## config.mk

```make
export PLATFORM = sky130hd
export DESIGN_NAME = c_function_definition_scanner_top
export DESIGN_NICKNAME = d
export VERILOG_FILES = /design/src/rtl/cfds_pkg.sv /design/src/rtl/c_function_definition_scanner_top.sv /design/src/rtl/cfds_lexer.sv /design/src/rtl/cfds_parser.sv
export SDC_FILE = /design/constraint.sdc
export NUM_CORES = 1
export LEC_CHECK = 0
export ABC_AREA = 1
export CAP_MARGIN = 40
export CORE_ASPECT_RATIO = 2
export CORE_MARGIN = 4
export CORE_UTILIZATION = 45
export CTS_CLUSTER_SIZE = 10
export DETAILED_ROUTE_END_ITERATION = 10
export DONT_BUFFER_PORTS = 1
export PLACE_DENSITY = 0.58
export SYNTH_ARGS = -nofsm -noshare
export SYNTH_HDL_FRONTEND = slang
export SYNTH_SLANG_ARGS = --single-unit
export TNS_END_PERCENT = 50
```

## constraint.sdc

```tcl
create_clock -name clock -period 5.8 [get_ports clock]
set_input_delay 0.29 -clock clock [delete_from_list [all_inputs] [get_ports clock]]
set_output_delay 0.29 -clock clock [all_outputs]
set_load 0.005 [all_outputs]
```

## src/rtl/cfds_pkg.sv

```systemverilog
// Shared types, widths and keyword tables for the function definition scanner.
// Used by cfds_lexer, cfds_parser and c_function_definition_scanner_top.
`timescale 1ns / 1ps

package cfds_pkg;

   // Position counter and token length widths
   localparam int OFFSET_BITS = 24;
   localparam int LENGTH_BITS = 16;

   // Number of keywords matched by prefix
   localparam logic [2:0] KW_COUNT = 3'd7;

   // Character codes
   localparam logic [7:0] CH_NUL    = 8'h00;
   localparam logic [7:0] CH_TAB    = 8'h09;
   localparam logic [7:0] CH_CR     = 8'h0D;
   localparam logic [7:0] CH_SPACE  = 8'h20;
   localparam logic [7:0] CH_LPAR   = 8'h28;
   localparam logic [7:0] CH_RPAR   = 8'h29;
   localparam logic [7:0] CH_LBRACE = 8'h7B;
   localparam logic [7:0] CH_RBRACE = 8'h7D;
   localparam logic [7:0] CH_UNDER  = 8'h5F;

   // Lexer mode, one-hot
   typedef enum logic [2:0] {
      LEX_BETWEEN = 3'b001,
      LEX_KEYWORD = 3'b010,
      LEX_WORD    = 3'b100
   } lex_mode_type;

   // Token kinds seen by the parser
   typedef enum logic [2:0] {
      TK_WORD,
      TK_LPAR,
      TK_RPAR,
      TK_LBRACE,
      TK_RBRACE,
      TK_OTHER,
      TK_END
   } tok_kind_type;

   // Parser state, one-hot
   typedef enum logic [5:0] {
      ST_TYPE   = 6'b000001,
      ST_NAME   = 6'b000010,
      ST_OPEN   = 6'b000100,
      ST_PARAMS = 6'b001000,
      ST_BRACE  = 6'b010000,
      ST_BODY   = 6'b100000
   } scan_state_type;

   // Tokens produced by one byte, in the order the parser takes them:
   // a word closed by this byte, the token this byte makes, a word left
   // open at the last byte, and the end of text from the last byte.
   typedef struct packed {
      logic                   a_valid;
      logic [OFFSET_BITS-1:0] a_start;
      logic [LENGTH_BITS-1:0] a_length;
      logic                   b_valid;
      tok_kind_type           b_kind;
      logic                   c_valid;
      logic [OFFSET_BITS-1:0] c_start;
      logic [LENGTH_BITS-1:0] c_length;
      logic                   d_end;
   } tokens_type;

   // Letter class tests
   function automatic logic is_letter(input logic [7:0] b);
      return (b >= 8'h61 && b <= 8'h7A) || (b >= 8'h41 && b <= 8'h5A);
   endfunction

   function automatic logic is_word_char(input logic [7:0] b);
      return is_letter(b) || (b >= 8'h30 && b <= 8'h39) || (b == CH_UNDER);
   endfunction

   function automatic logic is_blank(input logic [7:0] b);
      return (b == CH_SPACE) || (b >= CH_TAB && b <= CH_CR);
   endfunction

   // Leading letter of each keyword: {hit, index}
   function automatic logic [3:0] kw_lead_match(input logic [7:0] b);
      logic [3:0] r;
      unique case (b)
         8'h69:   r = {1'b1, 3'd0}; // i
         8'h65:   r = {1'b1, 3'd1}; // e
         8'h77:   r = {1'b1, 3'd2}; // w
         8'h66:   r = {1'b1, 3'd3}; // f
         8'h72:   r = {1'b1, 3'd4}; // r
         8'h62:   r = {1'b1, 3'd5}; // b
         8'h63:   r = {1'b1, 3'd6}; // c
         default: r = 4'd0;
      endcase
      return r;
   endfunction

   // Tail length of each keyword
   function automatic logic [2:0] kw_tail_len(input logic [2:0] k);
      logic [2:0] r;
      unique case (k)
         3'd0:    r = 3'd1;
         3'd1:    r = 3'd3;
         3'd2:    r = 3'd4;
         3'd3:    r = 3'd2;
         3'd4:    r = 3'd5;
         3'd5:    r = 3'd4;
         3'd6:    r = 3'd3;
         default: r = 3'd0;
      endcase
      return r;
   endfunction

   // Tail characters: "f", "lse", "hile", "or", "eturn", "reak", "ase"
   function automatic logic [7:0] kw_tail_char(input logic [2:0] k, input logic [2:0] p);
      logic [7:0] r;
      r = CH_NUL;
      unique case (k)
         3'd0: r = 8'h66;
         3'd1: begin
            unique case (p)
               3'd0:    r = 8'h6C;
               3'd1:    r = 8'h73;
               default: r = 8'h65;
            endcase
         end
         3'd2: begin
            unique case (p)
               3'd0:    r = 8'h68;
               3'd1:    r = 8'h69;
               3'd2:    r = 8'h6C;
               default: r = 8'h65;
            endcase
         end
         3'd3: r = (p == 3'd0) ? 8'h6F : 8'h72;
         3'd4: begin
            unique case (p)
               3'd0:    r = 8'h65;
               3'd1:    r = 8'h74;
               3'd2:    r = 8'h75;
               3'd3:    r = 8'h72;
               default: r = 8'h6E;
            endcase
         end
         3'd5: begin
            unique case (p)
               3'd0:    r = 8'h72;
               3'd1:    r = 8'h65;
               3'd2:    r = 8'h61;
               default: r = 8'h6B;
            endcase
         end
         3'd6: begin
            unique case (p)
               3'd0:    r = 8'h61;
               3'd1:    r = 8'h73;
               default: r = 8'h65;
            endcase
         end
         default: r = CH_NUL;
      endcase
      return r;
   endfunction

endpackage

```

## src/rtl/c_function_definition_scanner_top.sv

```systemverilog
// Top level of the function definition scanner: input and result registers.
// Depends on cfds_pkg, cfds_lexer and cfds_parser.
`timescale 1ns / 1ps

// Streams source text one byte per word and reports each function definition
// of the form "ident ident ( ... ) { ... }" (no nesting) by the start offset
// and length of the function name. A zero byte, or a word with last_byte set,
// ends the scan with a word carrying scan_done; later words are taken and
// dropped until reset. A byte enters the input register, and when the result
// register is free the lexer and token machine consume it and load the result
// register, so one byte is taken every cycle while rsp_stall is low; the
// per-byte state update (lexer plus token machine) sets that rate.
// Bytes that produce no result leave no word on the result channel.
module c_function_definition_scanner_top
   import cfds_pkg::*;
(
   input  logic        clock,
   input  logic        reset,
   input  logic        req_valid,
   output logic        req_stall,
   input  logic [7:0]  req_src_byte,
   input  logic        req_last_byte,
   output logic        rsp_valid,
   input  logic        rsp_stall,
   output logic [23:0] rsp_name_offset,
   output logic [15:0] rsp_name_length,
   output logic        rsp_name_valid,
   output logic        rsp_scan_done
);

   logic                   in_valid_ff, in_valid_in;
   logic [7:0]             in_byte_ff;
   logic                   in_last_ff;
   logic                   out_valid_ff, out_valid_in;
   logic [OFFSET_BITS-1:0] out_offset_ff;
   logic [LENGTH_BITS-1:0] out_length_ff;
   logic                   out_name_ff;
   logic                   out_done_ff;

   logic                   can_take;
   logic                   fire;
   logic                   req_take;
   tokens_type             tokens;
   logic                   halted;
   logic                   report;
   logic                   done;
   logic [OFFSET_BITS-1:0] name_start;
   logic [LENGTH_BITS-1:0] name_length;

   // Handshake: the byte stage moves when the result register is free
   assign can_take  = !out_valid_ff || !rsp_stall;
   assign fire      = in_valid_ff && can_take;
   assign req_stall = in_valid_ff && !can_take;
   assign req_take  = req_valid && !req_stall;

   cfds_lexer u_lexer (
      .clock     (clock),
      .reset     (reset),
      .step      (fire),
      .halted    (halted),
      .src_byte  (in_byte_ff),
      .last_byte (in_last_ff),
      .tokens    (tokens)
   );

   cfds_parser u_parser (
      .clock       (clock),
      .reset       (reset),
      .step        (fire),
      .tokens      (tokens),
      .halted      (halted),
      .report      (report),
      .done        (done),
      .name_start  (name_start),
      .name_length (name_length)
   );

   // Input register valid
   always_comb begin
      in_valid_in = in_valid_ff;
      if (req_take) begin
         in_valid_in = 1'b1;
      end else if (fire) begin
         in_valid_in = 1'b0;
      end
   end

   // Result register valid
   always_comb begin
      out_valid_in = out_valid_ff;
      if (fire) begin
         out_valid_in = report || done;
      end else if (out_valid_ff && !rsp_stall) begin
         out_valid_in = 1'b0;
      end
   end

   // Control registers
   always_ff @(posedge clock) begin
      if (reset) begin
         in_valid_ff  <= 1'b0;
         out_valid_ff <= 1'b0;
      end else begin
         in_valid_ff  <= in_valid_in;
         out_valid_ff <= out_valid_in;
      end
   end

   // Payload registers
   always_ff @(posedge clock) begin
      if (req_take) begin
         in_byte_ff <= req_src_byte;
         in_last_ff <= req_last_byte;
      end
      if (fire) begin
         out_offset_ff <= report ? name_start : '0;
         out_length_ff <= report ? name_length : '0;
         out_name_ff   <= report;
         out_done_ff   <= done;
      end
   end

   assign rsp_valid       = out_valid_ff;
   assign rsp_name_offset = out_offset_ff;
   assign rsp_name_length = out_length_ff;
   assign rsp_name_valid  = out_name_ff;
   assign rsp_scan_done   = out_done_ff;

endmodule

```

## src/rtl/cfds_lexer.sv

```systemverilog
// Byte lexer: position counter, lexer mode, keyword tracking, open token.
// Depends on cfds_pkg.
`timescale 1ns / 1ps

module cfds_lexer
   import cfds_pkg::*;
(
   input  logic       clock,
   input  logic       reset,
   input  logic       step,
   input  logic       halted,
   input  logic [7:0] src_byte,
   input  logic       last_byte,
   output tokens_type tokens
);

   logic [OFFSET_BITS-1:0] pos_ff, pos_in;
   lex_mode_type           mode_ff, mode_in;
   logic [2:0]             choice_ff, choice_in;
   logic [2:0]             prog_ff, prog_in;
   logic [OFFSET_BITS-1:0] start_ff, start_in;
   logic [LENGTH_BITS-1:0] len_ff, len_in;

   logic                   go;
   logic                   in_word;
   logic                   run_begin;
   logic [2:0]             prog_inc;
   logic [2:0]             tail_len;
   logic [3:0]             lead;
   logic [LENGTH_BITS-1:0] len_grown;

   assign go        = step && !halted;
   assign prog_inc  = prog_ff + 3'd1;
   assign tail_len  = kw_tail_len(choice_ff);
   assign lead      = kw_lead_match(src_byte);
   assign len_grown = (len_ff != '1) ? len_ff + LENGTH_BITS'(1) : len_ff;

   // Next lexer state and tokens for this byte
   always_comb begin
      pos_in    = pos_ff;
      mode_in   = mode_ff;
      choice_in = choice_ff;
      prog_in   = prog_ff;
      start_in  = start_ff;
      len_in    = len_ff;
      in_word   = 1'b0;
      run_begin = 1'b0;
      tokens    = '0;
      tokens.b_kind   = TK_OTHER;
      tokens.a_start  = start_ff;
      tokens.a_length = len_ff;

      if (go) begin
         pos_in = pos_ff + OFFSET_BITS'(1);

         // keyword tail match, else fall into word mode
         if (mode_ff == LEX_KEYWORD) begin
            if (choice_ff < KW_COUNT && prog_ff < tail_len &&
                kw_tail_char(choice_ff, prog_ff) == src_byte) begin
               prog_in = prog_inc;
               len_in  = len_grown;
               if (prog_inc >= tail_len) begin
                  tokens.b_valid = 1'b1;
                  tokens.b_kind  = TK_OTHER;
                  mode_in        = LEX_BETWEEN;
               end
            end else begin
               in_word = 1'b1;
            end
         end else if (mode_ff == LEX_WORD) begin
            in_word = 1'b1;
         end else begin
            run_begin = 1'b1;
         end

         // identifier growth or close
         if (in_word) begin
            if (is_word_char(src_byte)) begin
               len_in  = len_grown;
               mode_in = LEX_WORD;
            end else begin
               tokens.a_valid = 1'b1;
               run_begin      = 1'b1;
            end
         end

         // start of a new token
         if (run_begin) begin
            mode_in = LEX_BETWEEN;
            if (is_blank(src_byte)) begin
               tokens.b_valid = 1'b0;
            end else if (src_byte == CH_NUL) begin
               tokens.b_valid = 1'b1;
               tokens.b_kind  = TK_END;
            end else if (src_byte == CH_LPAR) begin
               tokens.b_valid = 1'b1;
               tokens.b_kind  = TK_LPAR;
            end else if (src_byte == CH_RPAR) begin
               tokens.b_valid = 1'b1;
               tokens.b_kind  = TK_RPAR;
            end else if (src_byte == CH_LBRACE) begin
               tokens.b_valid = 1'b1;
               tokens.b_kind  = TK_LBRACE;
            end else if (src_byte == CH_RBRACE) begin
               tokens.b_valid = 1'b1;
               tokens.b_kind  = TK_RBRACE;
            end else if (!is_letter(src_byte)) begin
               tokens.b_valid = 1'b1;
               tokens.b_kind  = TK_OTHER;
            end else begin
               start_in = pos_ff;
               len_in   = LENGTH_BITS'(1);
               mode_in  = LEX_WORD;
               if (lead[3]) begin
                  mode_in   = LEX_KEYWORD;
                  choice_in = lead[2:0];
                  prog_in   = 3'd0;
               end
            end
         end

         // last byte: close an open token, then end of text
         if (last_byte && !(tokens.b_valid && tokens.b_kind == TK_END)) begin
            if (mode_in == LEX_KEYWORD || mode_in == LEX_WORD) begin
               tokens.c_valid  = 1'b1;
               tokens.c_start  = start_in;
               tokens.c_length = len_in;
            end
            mode_in      = LEX_BETWEEN;
            tokens.d_end = 1'b1;
         end
      end
   end

   // Lexer registers
   always_ff @(posedge clock) begin
      if (reset) begin
         pos_ff    <= '0;
         mode_ff   <= LEX_BETWEEN;
         choice_ff <= 3'd0;
         prog_ff   <= 3'd0;
         start_ff  <= '0;
         len_ff    <= '0;
      end else begin
         pos_ff    <= pos_in;
         mode_ff   <= mode_in;
         choice_ff <= choice_in;
         prog_ff   <= prog_in;
         start_ff  <= start_in;
         len_ff    <= len_in;
      end
   end

endmodule

```

## src/rtl/cfds_parser.sv

```systemverilog
// Token machine: finds ident ident ( ... ) { ... } and holds the name.
// Depends on cfds_pkg; takes up to four tokens per byte from cfds_lexer.
`timescale 1ns / 1ps

module cfds_parser
   import cfds_pkg::*;
(
   input  logic                   clock,
   input  logic                   reset,
   input  logic                   step,
   input  tokens_type             tokens,
   output logic                   halted,
   output logic                   report,
   output logic                   done,
   output logic [OFFSET_BITS-1:0] name_start,
   output logic [LENGTH_BITS-1:0] name_length
);

   typedef struct packed {
      scan_state_type         state;
      logic [OFFSET_BITS-1:0] held_start;
      logic [LENGTH_BITS-1:0] held_length;
      logic                   halted;
      logic                   report;
      logic                   done;
   } scan_type;

   scan_state_type         state_ff;
   logic [OFFSET_BITS-1:0] held_start_ff;
   logic [LENGTH_BITS-1:0] held_length_ff;
   logic                   halted_ff;

   scan_type s0, s1, s2, s3, s4;

   // One token through the machine
   function automatic scan_type scan_apply(
      input scan_type               s,
      input logic                   v,
      input tok_kind_type           kind,
      input logic [OFFSET_BITS-1:0] start,
      input logic [LENGTH_BITS-1:0] length
   );
      scan_type r;
      r = s;
      if (v && !s.halted) begin
         if (kind == TK_END) begin
            r.halted = 1'b1;
            r.done   = 1'b1;
         end else begin
            unique case (s.state)
               ST_TYPE: r.state = (kind == TK_WORD) ? ST_NAME : ST_TYPE;
               ST_NAME: begin
                  if (kind == TK_WORD) begin
                     r.held_start  = start;
                     r.held_length = length;
                     r.state       = ST_OPEN;
                  end else begin
                     r.state = ST_TYPE;
                  end
               end
               ST_OPEN:   r.state = (kind == TK_LPAR) ? ST_PARAMS : ST_TYPE;
               ST_PARAMS: r.state = (kind == TK_RPAR) ? ST_BRACE : ST_PARAMS;
               ST_BRACE:  r.state = (kind == TK_LBRACE) ? ST_BODY : ST_TYPE;
               ST_BODY: begin
                  if (kind == TK_RBRACE) begin
                     r.report = 1'b1;
                     r.state  = ST_TYPE;
                  end
               end
               default: r.state = ST_TYPE;
            endcase
         end
      end
      return r;
   endfunction

   // Token chain for one byte
   always_comb begin
      s0 = '{state: state_ff, held_start: held_start_ff, held_length: held_length_ff,
             halted: halted_ff, report: 1'b0, done: 1'b0};
      s1 = scan_apply(s0, tokens.a_valid, TK_WORD, tokens.a_start, tokens.a_length);
      s2 = scan_apply(s1, tokens.b_valid, tokens.b_kind, '0, '0);
      s3 = scan_apply(s2, tokens.c_valid, TK_WORD, tokens.c_start, tokens.c_length);
      s4 = scan_apply(s3, tokens.d_end, TK_END, '0, '0);
   end

   assign halted      = halted_ff;
   assign report      = step && s4.report;
   assign done        = step && s4.done;
   assign name_start  = s4.held_start;
   assign name_length = s4.held_length;

   // Parser registers
   always_ff @(posedge clock) begin
      if (reset) begin
         state_ff       <= ST_TYPE;
         held_start_ff  <= '0;
         held_length_ff <= '0;
         halted_ff      <= 1'b0;
      end else if (step) begin
         state_ff       <= s4.state;
         held_start_ff  <= s4.held_start;
         held_length_ff <= s4.held_length;
         halted_ff      <= s4.halted;
      end
   end

endmodule

```

==> impl_metrics.py <==
metrics = {
    "timing": {
        "rsz0062_at_grt": "no",
        "worst_clock_skew_ns": 0.0106,
        "hold_violations": 0,
        "setup_ws_ns": 0.943,
        "maxSlewHeadroom_pct": 43.6,
        "setup_viol": 0,
        "drv_slew": 0,
        "setup-tns-final_ns": 0,
        "finalCriticalPeriod_ns": 4.86,
        "tightest_slew_ns": 0.836,
        "fmax_mhz": 206,
        "period_share_pct": 83.7,
    },
    "clock_network": {
        "clock_latency_ns": 0.45,
        "cts_tree": "yes",
        "cts_buffers": 17,
        "cts_root_buf": "clkbuf_16",
        "clockBufferDepth": 2,
        "htree_levels": 4,
        "cts_sinks": 173,
        "post_cts_resized": 0,
        "postCtsSetupBuffers": 0,
        "clk_pin_slew_ns": 0.07,
        "hold_buffers": 12,
    },
    "finish": {
        "fin_nets": 1361,
        "area_growth_pct": 10.4,
        "layout_common_cells": "nand2_1 (347), nor2_1 (180), inv_1 (167), dfxtp_1 (122), a21oi_1 (100)",
        "multiInputGateArea_um2": 4380,
        "register_area_um2": 3970,
        "final_common_cell": "nand2_1",
        "n_antenna_cell": 0,
        "nFillCells": 2162,
        "drive_above_1_share_pct": 5.35,
    },
    "route": {
        "dr.pass1.iters": 5,
        "route.met2.wl_mm": 15.6,
        "drtIter0Drc": 544,
        "wire_per_inst_um": 17.5,
        "route.met3.wl_um": 719,
        "drc_errors": 0,
        "routed_via_density": 5.39,
        "detail-route-antenna-nets": 0,
        "num_vias": 8699,
        "met1Wirelength_mm": 9.99,
        "wl_mm": 28.2,
        "top_layer": "met4",
    },
    "setup_path": {
        "start_kind": "flop",
        "worstSetupEndpointType": "flop",
        "path_max_fanout": 22,
        "reg2reg_depth": 25,
        "crit_slowest_cell": "inv_1",
        "crit_path_max_incr_delay_ns": 0.57,
        "crit_top_cell": "nor2_1",
        "worstSetupPathType": "reg -> reg",
        "required_ns": 5.98,
        "arrival_ns": 5.03,
    },
    "logic_synthesis": {
        "yosysUniqueCellTypes": 43,
        "synth_top_area_share_pct": 26.3,
        "yosysTopAreaCell": "dfxtp_1",
        "synth-seq-area-share_pct": 42.8,
        "synthTopCellsByArea": "dfxtp_1 (26%), edfxtp_1 (16%), nand2_1 (14%)",
        "synth_top_flop_cell": "dfxtp_1",
        "synthesis.area_um2": 9290,
        "async_flop_share_pct": 0,
        "synthCells": 1345,
        "synth_edf_count": 51,
        "syn_nets": 1371,
        "yosysWarnings": 0,
        "syn_area_per_cell_um2": 6.91,
        "synth_seq_cells": 173,
    },
    "global_routing": {
        "antenna_found_initial": 0,
        "grt_max_degree": 101,
        "grt_pass1_vias": 8727,
        "grt_pass1_wl_mm": 44.4,
        "grt.overflow.total": 0,
        "track_usage_pct": 25.2,
    },
    "floorplanning": {
        "initial_core_util_pct": 45.6,
        "die-width_um": 110,
        "num_rows": 74,
        "ios": 57,
        "fp.dieH_um": 211,
        "die_area_um2": 23100,
        "core_area_um2": 20400,
    },
    "min_path": {
        "min_path_cells": 4,
        "hold_path.class": "in -> reg",
    },
    "power": {
        "ir_worst_vdd_mv": 0.189,
        "p_per_area_nw_per_um2": 260,
        "p_leak_nw": 4.55,
    },
    "placement": {
        "place_congestion": 0.911,
        "port_buffers": 0,
        "dpl.hpwl_mm": 19.9,
        "post-place-ws_ns": 1.06,
    },
    "status": {
        "status": "completed",
    },
    "job": {
        "maxCapViolations": 0,
    },
}
cell families after synthesis:
group	after synthesis	synth area share (%)
buf+inv	236	10.1
compound gates	193	11.1
simple gates	709	32.0
flops	173	42.8
fa+ha+maj	13	1.75
xor+xnor	1	0.0943
mux	20	2.15
stage by stage:
| stage | power, mW | util, % | hold WS, ns | instance area (um2) | cells |
|---|---|---|---|---|---|
| 2_1_floorplan | 1.41 | - | 0.389 | 9290 | 1345 |
| 3_3_place_gp | 1.45 | 46.5 | 0.385 | 9480 | 1569 |
| 3_5_place_dp | 1.45 | 46.7 | 0.385 | 9500 | 1570 |
| 4_1_cts | 2.69 | 50.4 | 0.135 | 10300 | 1613 |
| 5_1_grt | 2.76 | 50.4 | 0.177 | 10300 | 1613 |
| 6_report | 2.67 | 50.4 | 0.143 | 10300 | 1613 |
power breakdown:
part | internal [mW] | switching (mW) | total [mW]
sequential | 1.27 | 0.0193 | 1.29
combinational | 0.0423 | 0.115 | 0.157
clock | 0.722 | 0.505 | 1.23
total | 2.03 | 0.639 | 2.67
critical path, delay by kind of cell (launching register included):
kind            cells  cell delay [ns]
fa+ha+maj           1             0.23
buf+inv             7             1.52
flops               1             0.34
simple gates       14             2.10
compound gates      3             0.39
synth_stat cells, types with 10 or more instances:
master    number
nor2_1       181
nand3_1       98
buf_2         13
o21ai_0       62
nand2_1      347
edfxtp_1      51
clkbuf_1      36
ha_1          13
mux2i_1       20
inv_1        168
dfxtp_1      122
nor3_1        32
inv_2         10
a21oi_1      100
nand4_1       25
registers in the layout, indices dropped and copies added (netlist names), 6 cells and up:
register / cells
rsp_name_offset: 24
u_lexer.pos_ff: 24
u_lexer.start_ff: 24
u_parser.held_start_ff: 24
rsp_name_length: 16
u_lexer.len_ff: 16
u_parser.held_length_ff: 16
in_byte_ff: 8
u_parser.state_ff: 6
final timing paths:
check | slack, ns | end | startpoint
hold / removal | 0.14 | in_valid_ff | rsp_stall
hold reg to reg | 0.47 | u_lexer.len_ff[7] | u_lexer.len_ff[7]
setup / recovery | 0.94 | rsp_name_offset[16] | u_lexer.prog_ff[0]
setup reg to reg | 0.94 | rsp_name_offset[16] | u_lexer.prog_ff[0]
per-layer routing:
metal,vias to the layer above,GRT usage (%)
met5,-,0
met4,0,16.9
met3,102,3.88
met2,180,47.5
met1,4108,24.2
li1,4309,-
final cells by class:
cell class,instances,area share [%]
clock buffer,18,4.18
timing repair buffer,28,2.71
inverter,179,6.55
tap,266,3.24
sequential,173,38.7
multi-input combinational,936,42.7
clock inverter,13,1.85
Power figures use the tool's default switching activity.
